`src/rtl/pisq_pkg.sv`:
```
// ----------------------------------------------------------------------------
// pisq_pkg
// Types and constants shared by the PWM input stability qualifier and its
// port checker.
// ----------------------------------------------------------------------------
`default_nettype none

package pisq_pkg;

    // Field widths
    localparam int unsigned FREQ_W  = 16;
    localparam int unsigned DUTY_W  = 10;
    localparam int unsigned COUNT_W = 8;
    localparam int unsigned TICKS_W = 16;
    localparam int unsigned CFG_IDX_W  = 3;
    localparam int unsigned CFG_DATA_W = 16;

    // Configuration register indexes
    localparam logic [CFG_IDX_W-1:0] CFG_FREQ_DEV_LIMIT = 3'd0;
    localparam logic [CFG_IDX_W-1:0] CFG_DUTY_DEV_LIMIT = 3'd1;
    localparam logic [CFG_IDX_W-1:0] CFG_FAILURES_ALLOWED = 3'd2;
    localparam logic [CFG_IDX_W-1:0] CFG_SUCCESSES_NEEDED = 3'd3;
    localparam logic [CFG_IDX_W-1:0] CFG_CLEAR_DELAY_TICKS = 3'd4;

    // Configuration reset values
    localparam logic [FREQ_W-1:0]  RST_FREQ_DEV_LIMIT    = 16'd10;
    localparam logic [DUTY_W-1:0]  RST_DUTY_DEV_LIMIT    = 10'd10;
    localparam logic [COUNT_W-1:0] RST_FAILURES_ALLOWED  = 8'd3;
    localparam logic [COUNT_W-1:0] RST_SUCCESSES_NEEDED  = 8'd3;
    localparam logic [TICKS_W-1:0] RST_CLEAR_DELAY_TICKS = 16'd1000;

    // Saturation value of the qualification counters
    localparam logic [COUNT_W-1:0] COUNT_MAX = '1;

    // One input item per tick
    typedef struct packed {
        logic              new_measurement;
        logic [FREQ_W-1:0] measured_freq;
        logic [DUTY_W-1:0] measured_duty;
        logic              pulldown_released;
    } in_item_t;

    // One result item per tick
    typedef struct packed {
        logic [FREQ_W-1:0] qualified_freq;
        logic [DUTY_W-1:0] qualified_duty;
        logic              no_signal;
        logic              latched_now;
    } out_item_t;

endpackage

`default_nettype wire

```
`src/rtl/pwm_input_stability_qualifier_core.sv`:
```
// ----------------------------------------------------------------------------
// pwm_input_stability_qualifier_core
// Qualifies PWM frequency/duty measurements: a run of stable measurements is
// latched as the qualified output, released-pulldown ticks without
// measurements raise a no-signal flag after a configurable timeout.
// ----------------------------------------------------------------------------
//  Channel   Ports                         Moves
//  input     s_valid / s_ready / s_data    one tick item (in_item_t)
//  result    m_valid / m_ready / m_data    one result item (out_item_t)
//  config    cfg_wr_en / cfg_index / cfg_wdata   register write, no wait
//
//  While s_ready is high, one item per cycle: the state is updated in the
//  cycle an item is accepted and its result sits in the output register
//  from the next cycle. s_ready is high while the output register is empty
//  or being taken, so a stalled result holds back only one further item.
//  aresetn (synchronous) clears state and result valid, and loads the
//  register defaults. No clearing pass.
// ----------------------------------------------------------------------------
`default_nettype none

module pwm_input_stability_qualifier_core
    import pisq_pkg::*;
(
    input  wire logic                  aclk,
    input  wire logic                  aresetn,
    // configuration
    input  wire logic                  cfg_wr_en,
    input  wire logic [CFG_IDX_W-1:0]  cfg_index,
    input  wire logic [CFG_DATA_W-1:0] cfg_wdata,
    // input channel
    input  wire logic                  s_valid,
    output logic                       s_ready,
    input  wire in_item_t              s_data,
    // result channel
    output logic                       m_valid,
    input  wire logic                  m_ready,
    output out_item_t                  m_data
);

    // Configuration registers
    logic [FREQ_W-1:0]  freq_limit_reg;
    logic [DUTY_W-1:0]  duty_limit_reg;
    logic [COUNT_W-1:0] fail_allowed_reg;
    logic [COUNT_W-1:0] succ_needed_reg;
    logic [TICKS_W-1:0] clear_delay_reg;

    // Qualifier state
    logic [FREQ_W-1:0]  prev_freq_reg, prev_freq_next;
    logic [DUTY_W-1:0]  prev_duty_reg, prev_duty_next;
    logic [COUNT_W-1:0] succ_cnt_reg, succ_cnt_next;
    logic [COUNT_W-1:0] fail_cnt_reg, fail_cnt_next;
    logic [TICKS_W-1:0] idle_ticks_reg, idle_ticks_next;
    logic [FREQ_W-1:0]  held_freq_reg, held_freq_next;
    logic [DUTY_W-1:0]  held_duty_reg, held_duty_next;
    logic               lost_reg, lost_next;

    // Result register
    logic               m_valid_reg, m_valid_next;
    out_item_t          m_data_reg, m_data_next;

    // Datapath intermediates
    logic               accept;
    logic [FREQ_W-1:0]  freq_diff;
    logic [DUTY_W-1:0]  duty_diff;
    logic               stable;
    logic [COUNT_W-1:0] succ_inc, fail_inc;
    logic [COUNT_W-1:0] succ_a, fail_a, succ_b, fail_b;
    logic               fail_clear, latch;
    logic [TICKS_W:0]   idle_inc;
    logic               expire;

    assign accept  = s_valid && s_ready;
    assign s_ready = !m_valid_reg || m_ready;
    assign m_valid = m_valid_reg;
    assign m_data  = m_data_reg;

    // Configuration writes
    always_ff @(posedge aclk) begin
        if (!aresetn) begin
            freq_limit_reg   <= RST_FREQ_DEV_LIMIT;
            duty_limit_reg   <= RST_DUTY_DEV_LIMIT;
            fail_allowed_reg <= RST_FAILURES_ALLOWED;
            succ_needed_reg  <= RST_SUCCESSES_NEEDED;
            clear_delay_reg  <= RST_CLEAR_DELAY_TICKS;
        end else if (cfg_wr_en) begin
            unique case (cfg_index)
                CFG_FREQ_DEV_LIMIT:    freq_limit_reg   <= cfg_wdata[FREQ_W-1:0];
                CFG_DUTY_DEV_LIMIT:    duty_limit_reg   <= cfg_wdata[DUTY_W-1:0];
                CFG_FAILURES_ALLOWED:  fail_allowed_reg <= cfg_wdata[COUNT_W-1:0];
                CFG_SUCCESSES_NEEDED:  succ_needed_reg  <= cfg_wdata[COUNT_W-1:0];
                CFG_CLEAR_DELAY_TICKS: clear_delay_reg  <= cfg_wdata[TICKS_W-1:0];
                default: ;
            endcase
        end
    end

    // Step sizes against the previous measurement
    always_comb begin
        freq_diff = (s_data.measured_freq > prev_freq_reg)
                  ? s_data.measured_freq - prev_freq_reg
                  : prev_freq_reg - s_data.measured_freq;
        duty_diff = (s_data.measured_duty > prev_duty_reg)
                  ? s_data.measured_duty - prev_duty_reg
                  : prev_duty_reg - s_data.measured_duty;
        stable    = (freq_diff < freq_limit_reg) && (duty_diff < duty_limit_reg);
    end

    // Saturating counts, failure clear first, then the latch check
    always_comb begin
        succ_inc   = (succ_cnt_reg == COUNT_MAX) ? COUNT_MAX : succ_cnt_reg + 1'b1;
        fail_inc   = (fail_cnt_reg == COUNT_MAX) ? COUNT_MAX : fail_cnt_reg + 1'b1;
        succ_a     = stable ? succ_inc : succ_cnt_reg;
        fail_a     = stable ? fail_cnt_reg : fail_inc;
        fail_clear = (fail_a >= fail_allowed_reg);
        succ_b     = fail_clear ? '0 : succ_a;
        fail_b     = fail_clear ? '0 : fail_a;
        latch      = (succ_b >= succ_needed_reg);
    end

    // Idle timeout, compared one bit wider so the full delay range expires
    always_comb begin
        idle_inc = {1'b0, idle_ticks_reg} + 1'b1;
        expire   = (idle_inc > {1'b0, clear_delay_reg});
    end

    // Next state for one accepted item
    always_comb begin
        prev_freq_next  = prev_freq_reg;
        prev_duty_next  = prev_duty_reg;
        succ_cnt_next   = succ_cnt_reg;
        fail_cnt_next   = fail_cnt_reg;
        idle_ticks_next = idle_ticks_reg;
        held_freq_next  = held_freq_reg;
        held_duty_next  = held_duty_reg;
        lost_next       = lost_reg;

        if (accept) begin
            if (s_data.new_measurement) begin
                prev_freq_next  = s_data.measured_freq;
                prev_duty_next  = s_data.measured_duty;
                succ_cnt_next   = latch ? '0 : succ_b;
                fail_cnt_next   = latch ? '0 : fail_b;
                idle_ticks_next = '0;
                if (latch) begin
                    held_freq_next = s_data.measured_freq;
                    held_duty_next = s_data.measured_duty;
                    lost_next      = 1'b0;
                end
            end else if (s_data.pulldown_released) begin
                if (expire) begin
                    idle_ticks_next = clear_delay_reg;
                    lost_next       = 1'b1;
                end else begin
                    idle_ticks_next = idle_inc[TICKS_W-1:0];
                end
            end
        end
    end

    // Result register load
    always_comb begin
        m_valid_next = m_valid_reg && !m_ready;
        m_data_next  = m_data_reg;
        if (accept) begin
            m_valid_next               = 1'b1;
            m_data_next.qualified_freq = held_freq_next;
            m_data_next.qualified_duty = held_duty_next;
            m_data_next.no_signal      = lost_next;
            m_data_next.latched_now    = s_data.new_measurement && latch;
        end
    end

    always_ff @(posedge aclk) begin
        if (!aresetn) begin
            prev_freq_reg  <= '0;
            prev_duty_reg  <= '0;
            succ_cnt_reg   <= '0;
            fail_cnt_reg   <= '0;
            idle_ticks_reg <= '0;
            held_freq_reg  <= '0;
            held_duty_reg  <= '0;
            lost_reg       <= 1'b0;
            m_valid_reg    <= 1'b0;
        end else begin
            prev_freq_reg  <= prev_freq_next;
            prev_duty_reg  <= prev_duty_next;
            succ_cnt_reg   <= succ_cnt_next;
            fail_cnt_reg   <= fail_cnt_next;
            idle_ticks_reg <= idle_ticks_next;
            held_freq_reg  <= held_freq_next;
            held_duty_reg  <= held_duty_next;
            lost_reg       <= lost_next;
            m_valid_reg    <= m_valid_next;
        end
    end

    // Result payload, no reset needed
    always_ff @(posedge aclk) begin
        m_data_reg <= m_data_next;
    end

endmodule

`default_nettype wire

```
`config.mk`:
```
export PLATFORM = sky130hd
export DESIGN_NAME = pwm_input_stability_qualifier_core
export DESIGN_NICKNAME = d
export VERILOG_FILES = /design/src/rtl/pisq_pkg.sv /design/src/rtl/pwm_input_stability_qualifier_core.sv
export SDC_FILE = /design/constraint.sdc
export NUM_CORES = 1
export LEC_CHECK = 0
export BUFFER_PORTS_ARGS = -buffer_cell sky130_fd_sc_hd__buf_2
export CAP_MARGIN = 20
export CORE_MARGIN = 2
export CORE_UTILIZATION = 40
export DETAILED_ROUTE_END_ITERATION = 10
export HOLD_SLACK_MARGIN = 0.1
export PLACE_DENSITY = 0.69
export SLEW_MARGIN = 10
export SYNTH_ARGS = -nofsm -noshare
export SYNTH_HDL_FRONTEND = slang
export SYNTH_SLANG_ARGS = --single-unit
```
`constraint.sdc`:
```
create_clock -name aclk -period 23.1 [get_ports aclk]
set_input_delay 4.62 -clock aclk [delete_from_list [all_inputs] [get_ports aclk]]
set_output_delay 4.62 -clock aclk [all_outputs]
set_load 0.01 [all_outputs]
```
; After elaboration in Yosys (flattened, before gate mapping)
; Cells that the tools add are included.
[classes]
n_reduce_logical = 16
eq_ne = 6
n_mux = 25
n_addsub = 7
n_lt_le_gt_ge = 7
[op_table]
columns = operator, n
row1 = $mux W16, 7
row2 = $mux W8, 8
row3 = $mux W10, 4
row4 = $sub A16 B16 Y16, 2
row5 = $sub A10 B10 Y10, 2
row6 = $add A16 B1 Y17 const B, 1
row7 = $gt A17 B16 Y1, 1
row8 = $add A8 B1 Y8 const B, 2
row9 = $eq A8 B8 Y1 const B, 2
row10 = $ge A8 B8 Y1, 2
row11 = $gt A16 B16 Y1, 1
row12 = $lt A16 B16 Y1, 1
row13 = $reduce_and A2 Y1, 7
row14 = $gt A10 B10 Y1, 1
row15 = $lt A10 B10 Y1, 1
row16 = $eq A3 B2 Y1 const B, 2
row17 = $mux W1, 6
row18 = $logic_and A1 B1 Y1, 4
row19 = $eq A3 B1 Y1 const B, 1
row20 = $eq A3 B3 Y1 const B, 1
row21 = $logic_not A3 Y1, 1
row22 = $logic_not A1 Y1, 2
row23 = $reduce_bool A2 Y1, 1
row24 = $logic_or A1 B1 Y1, 1
[totals]
ff_bits = 172
out_inout_bits = 30
word_cells = 79
input_bits = 52

; Logic depth before layout (Yosys ltp)
[depth]
depth_word = 11
mapped_depth = 42

; Worst setup path after synthesis
; Ideal clock, no wire load.
[synth_timing]
kind = input to register
startpoint = in s_data[6] in the netlist's numbering
endpoint = reg m_data_reg (netlist bit m_data[10]) (data pin)
arrival_ns = 11.908
cell_stages = 36
setup_slack_ns = 10.930
required_time_ns = 22.838
cell_sequence = inv_1 > ha_1 > a21o_1 > a2111oi_4 > or3b_1 > and3_4 > a311oi_2 > o221ai_2 > a31oi_1 > xnor2_1 > ha_1 > a21oi_1 > nor2b_1 > o21ai_0 > o2111ai_1 > a21oi_1 > clkbuf_1 > buf_1 > a21oi_1 > nor2_1 > a31oi_1 > ha_1 > a211oi_1 > a21oi_1 > a211o_1 > clkbuf_1 > or2_2 > ha_1 > nand2b_1 > a21o_1 > a21oi_1 > o21ai_0 > a21oi_1 > nor2_1 > clkbuf_1 > mux2_2
[synth_via]
elab_chain_cells = 11
elab_cells_between_ends = 14
[synth_rtl]
columns = element, line_no
row1 = "start, declared", pwm_input_stability_qualifier_core.sv:33  ; input wire in_item_t s_data,
row2 = "$sub A10 B10 Y10, or another cell as far along", pwm_input_stability_qualifier_core.sv:104  ; : prev_duty_reg - s_data.measured_duty;
row3 = $mux W10 (*), pwm_input_stability_qualifier_core.sv:103  ; ? s_data.measured_duty - prev_duty_reg
row4 = $lt A10 B10 Y1 (*), pwm_input_stability_qualifier_core.sv:105  ; stable = (freq_diff < freq_limit_reg) && (duty_diff < duty_limit_reg);
row5 = $logic_and A1 B1 Y1 (*), pwm_input_stability_qualifier_core.sv:105
row6 = $mux W8, pwm_input_stability_qualifier_core.sv:113  ; fail_a = stable ? fail_cnt_reg : fail_inc;
row7 = $ge A8 B8 Y1, pwm_input_stability_qualifier_core.sv:114  ; fail_clear = (fail_a >= fail_allowed_reg);
row8 = $mux W8 (*), pwm_input_stability_qualifier_core.sv:115  ; succ_b = fail_clear ? '0 : succ_a;
row9 = $ge A8 B8 Y1 (*), pwm_input_stability_qualifier_core.sv:117  ; latch = (succ_b >= succ_needed_reg);
row10 = $mux W10 (*), pwm_input_stability_qualifier_core.sv:144  ; if (latch) begin
row11 = $mux W10 (*), pwm_input_stability_qualifier_core.sv:138  ; if (s_data.new_measurement) begin
row12 = $mux W10 (*), pwm_input_stability_qualifier_core.sv:137  ; if (accept) begin
row13 = named net held_duty_next[8], pwm_input_stability_qualifier_core.sv:54  ; logic [DUTY_W-1:0] held_duty_reg, held_duty_next;
row14 = "end signal, assigned", pwm_input_stability_qualifier_core.sv:199  ; m_data_reg <= m_data_next;
row15 = "end, declared", pwm_input_stability_qualifier_core.sv:59  ; out_item_t m_data_reg, m_data_next;
; The timed path passes the listed nets; every way through them passes the cells marked *.
; A chain may end at the register's enable or synchronous reset.

; Final worst setup path
[layout_timing]
startpoint = in s_data[11] in the netlist's numbering
endpoint = reg succ_cnt_reg[6]
[layout_via]
elab_chain_cells = 9
elab_cells_between_ends = 12
[layout_rtl]
columns = element, line_no
row1 = "$sub A16 B16 Y16, or another cell as far along", pwm_input_stability_qualifier_core.sv:101  ; : prev_freq_reg - s_data.measured_freq;
row2 = $mux W16 (*), pwm_input_stability_qualifier_core.sv:100  ; ? s_data.measured_freq - prev_freq_reg
row3 = $lt A16 B16 Y1 (*), pwm_input_stability_qualifier_core.sv:105
row4 = $logic_and A1 B1 Y1 (*), pwm_input_stability_qualifier_core.sv:105
row5 = $mux W8, pwm_input_stability_qualifier_core.sv:113
row6 = $ge A8 B8 Y1, pwm_input_stability_qualifier_core.sv:114
row7 = $mux W8 (*), pwm_input_stability_qualifier_core.sv:115
row8 = $ge A8 B8 Y1, pwm_input_stability_qualifier_core.sv:117
row9 = $mux W8 (*), pwm_input_stability_qualifier_core.sv:141  ; succ_cnt_next = latch ? '0 : succ_b;
row10 = "end signal, assigned", pwm_input_stability_qualifier_core.sv:187  ; succ_cnt_reg <= succ_cnt_next;
row11 = "end, declared", pwm_input_stability_qualifier_core.sv:50  ; logic [COUNT_W-1:0] succ_cnt_reg, succ_cnt_next;
; Mark *: on every way between the ends. The rest lies on a longest branch, timed or not.

==> flow_metrics.env <==
export IMPL_hp_class="flip-flop to flip-flop"
export IMPL_nets=1495
export IMPL_gp_congestion=0.8707
export IMPL_avgSynthCellArea_sq_um=8.483
export IMPL_netlist_instances=1281
export IMPL_drt_total_wl_um=25990
export IMPL_maxSlewHeadroom_pct=29.98
export IMPL_overflow=0
export IMPL_yosysSeqAreaShare_pct=34.27
export IMPL_numPortBuffers=81
export IMPL_grt_antenna_before_repair=4
export IMPL_area_growth_pct=11.54
export IMPL_cts_buffers=17
export IMPL_syn_num_nets=1446
export IMPL_grt_max_degree=93
export IMPL_syn_area_sq_mm=0.01087
export IMPL_die_y_um=168.8
export IMPL_cp_slowest_stage_delay_ns=0.90
export IMPL_synth_async_reset_ratio_pct=0
export IMPL_layout_common_cells="nand2_1 (214), dfxtp_1 (144), inv_1 (127)"
export IMPL_critical_path_max_fanout=28
export IMPL_worst_endpoint_required_ns=23.45
export IMPL_htree_levels=4
export IMPL_drtPass1Iterations=5
export IMPL_finalSetupTns_ns=0
export IMPL_holdBufCountCts=0
export IMPL_dp_hpwl_um=18680
export IMPL_grt_pass1_vias=8791
export IMPL_post_route_cells_drive_above_1_share_pct=12.43
export IMPL_routed_via_density=5.340
export IMPL_synth_top_area_share_pct=26.53
export IMPL_core_area_sq_mm=0.02680
export IMPL_synth_largest_area_cell="dfxtp_1"
export IMPL_synth_seq_cells=172
export IMPL_layout_commonest_cell="nand2_1"
export IMPL_finClkSkew_ns=0.01424
export IMPL_setup_violations=0
export IMPL_initial_utilization_pct=40.55
export IMPL_worstReg2RegStart="prev_freq_reg[0]"
export IMPL_endpoint_kind="flip-flop"
export IMPL_ir_drop_v=0.00003975
export IMPL_grt_pass1_wl_um=43160
export IMPL_drc=0
export IMPL_root_buffer="clkbuf_16"
export IMPL_n_fill_cell=2576
export IMPL_finalCritPeriodShare_pct=56.29
export IMPL_status="finished clean"
export IMPL_dr_first_iter_drc_count=526
export IMPL_maxCapViolCount=0
export IMPL_die_x_um=168.8
export IMPL_path_class="input port to flip-flop"
export IMPL_min_period_ns=13.00
export IMPL_r2r_cells=32
export IMPL_clock_latency_ns=0.44
export IMPL_rows=60
export IMPL_synth_edff_count=28
export IMPL_yosys_warnings=0
export IMPL_io_pins=82
export IMPL_p_leak_nw=5.104
export IMPL_r2r_end="succ_cnt_reg[6]"
export IMPL_clockBufferDepth=2
export IMPL_cts_tree="built"
export IMPL_maxSlewViolCount=0
export IMPL_reg2reg_slack_ns=14.10
export IMPL_largest_register_ffs=28
export IMPL_synthTopCellsByArea="dfxtp_1 (27%), ha_1 (13%), edfxtp_1 (7.7%)"
export IMPL_cts_resized=0
export IMPL_hold_viol=0
export IMPL_clk_pin_slew_ns=0.07
export IMPL_cts_sinks=172
export IMPL_ant_nets=0
export IMPL_slowest_stage="a32o_1"
export IMPL_timing_fmax_ghz=0.07691
export IMPL_die_area_sq_mm=0.02850
export IMPL_dp_slack_ns=9.800
export IMPL_rsz0062_at_grt="no"
export IMPL_arrival_ns=13.36
export IMPL_startpoint="s_data[11]"
export IMPL_synthFlopType="dfxtp_1"
export IMPL_grt_total_usage_pct=18.70
export IMPL_max_slew_worst_pin_slew_ns=1.050
export IMPL_endpoint="succ_cnt_reg[6]"
export IMPL_ys_types=70
export IMPL_postLayoutSetupSlackWorst_ns=10.10
export IMPL_power_density_mw_per_mm2=62.09
export IMPL_vias=8998
export IMPL_post_cts_buffers=0
export IMPL_worstSetupStartpointType="input port"
export IMPL_avgRoutedWirePerCell_um=15.42
==> power breakdown <==
group          leakage [nW]  switching [mW]  internal [mW]  total, mW
clock                 0.292           0.122          0.176      0.297
sequential             1.45         0.00411          0.312      0.316
combinational          3.36          0.0822         0.0569      0.139
total                  5.10           0.208          0.544      0.753
==> layout make-up <==
class                   count  area, sq um  share of cell area, %
clock inverters             8        101.3                 0.8362
diodes                      1        2.502                0.02065
well taps                 341        426.7                  3.520
clock buffers              24        504.2                  4.160
inverters                 127        476.7                  3.933
repair buffers             87        457.9                  3.778
flip-flops and latches    172         3724                  30.72
multi-input cells         925         6427                  53.03
==> critical path: cells and delay by family <==
family	cells	cell delay (ns)
adders and majority gates	5	1.35
muxes	1	0.37
buffers and inverters	4	0.49
and+or+nand+nor	7	1.62
AOI/OAI and AO/OA	17	4.90
==> worst min-delay path by stage <==
stage                  startpoint            endpoint  slack, ns  depth (start not counted)
6_report       freq_limit_reg[15]  freq_limit_reg[15]       0.46                          2
2_1_floorplan  clear_delay_reg[4]  clear_delay_reg[4]       0.44                          2
3_5_place_dp   clear_delay_reg[4]  clear_delay_reg[4]       0.46                          2
5_1_grt        succ_needed_reg[0]  succ_needed_reg[0]       0.49                          2
4_1_cts         freq_limit_reg[2]   freq_limit_reg[2]       0.47                          2
3_3_place_gp    duty_limit_reg[7]   duty_limit_reg[7]       0.45                          2
==> cell families after synthesis <==
kind of cell             after synthesis  synth area share, %
AO/OA/AOI/OAI                        308                19.68
XOR/XNOR                              35                2.821
adder cells (fa/ha/maj)              113                13.29
buffers and inverters                184                6.667
flip-flops                           172                34.27
multiplexers                          58                5.734
AND/OR/NAND/NOR                      411                17.55
==> cells in the mapped netlist (12+ instances only) <==
library cell	count
ha_1	109
edfxtp_1	28
and2_1	34
nand2_1	214
dfxtp_1	144
a21oi_1	67
clkbuf_1	39
and3_1	16
mux2_2	29
nor3_1	13
o211ai_1	18
mux2i_1	27
a21o_1	31
o21ai_0	37
nand3_1	37
inv_1	127
nor2_1	41
nand4_1	12
xnor2_1	27
a21boi_0	76
==> through the flow <==
stage | power [mW] | util (%) | instance area, sq um | hold slack, ns | instances
final | 0.7526 | 45.22 | 12120 | 0.4649 | 1685
after global routing | 0.7883 | 45.22 | 12120 | 0.4865 | 1685
after CTS | 0.7579 | 45.21 | 12120 | 0.4678 | 1684
after detailed placement | 0.4601 | 42.96 | 11510 | 0.4589 | 1652
after global placement | 0.4573 | 42.90 | 11500 | 0.4520 | 1651
after floorplan | 0.4218 | - | 10870 | 0.4435 | 1281
==> routing by layer <==
| layer | up-vias | routed length, um | track usage [%] |
|---|---|---|---|
| met3 | 39 | 1171 | 3.320 |
| li1 | 4519 | - | - |
| met2 | 200 | 12150 | 31.81 |
| met4 | 2 | 464 | 5.735 |
| met1 | 4238 | 12190 | 24.18 |
| met5 | - | 13 | 0 |
Power figures use the tool's default switching activity.
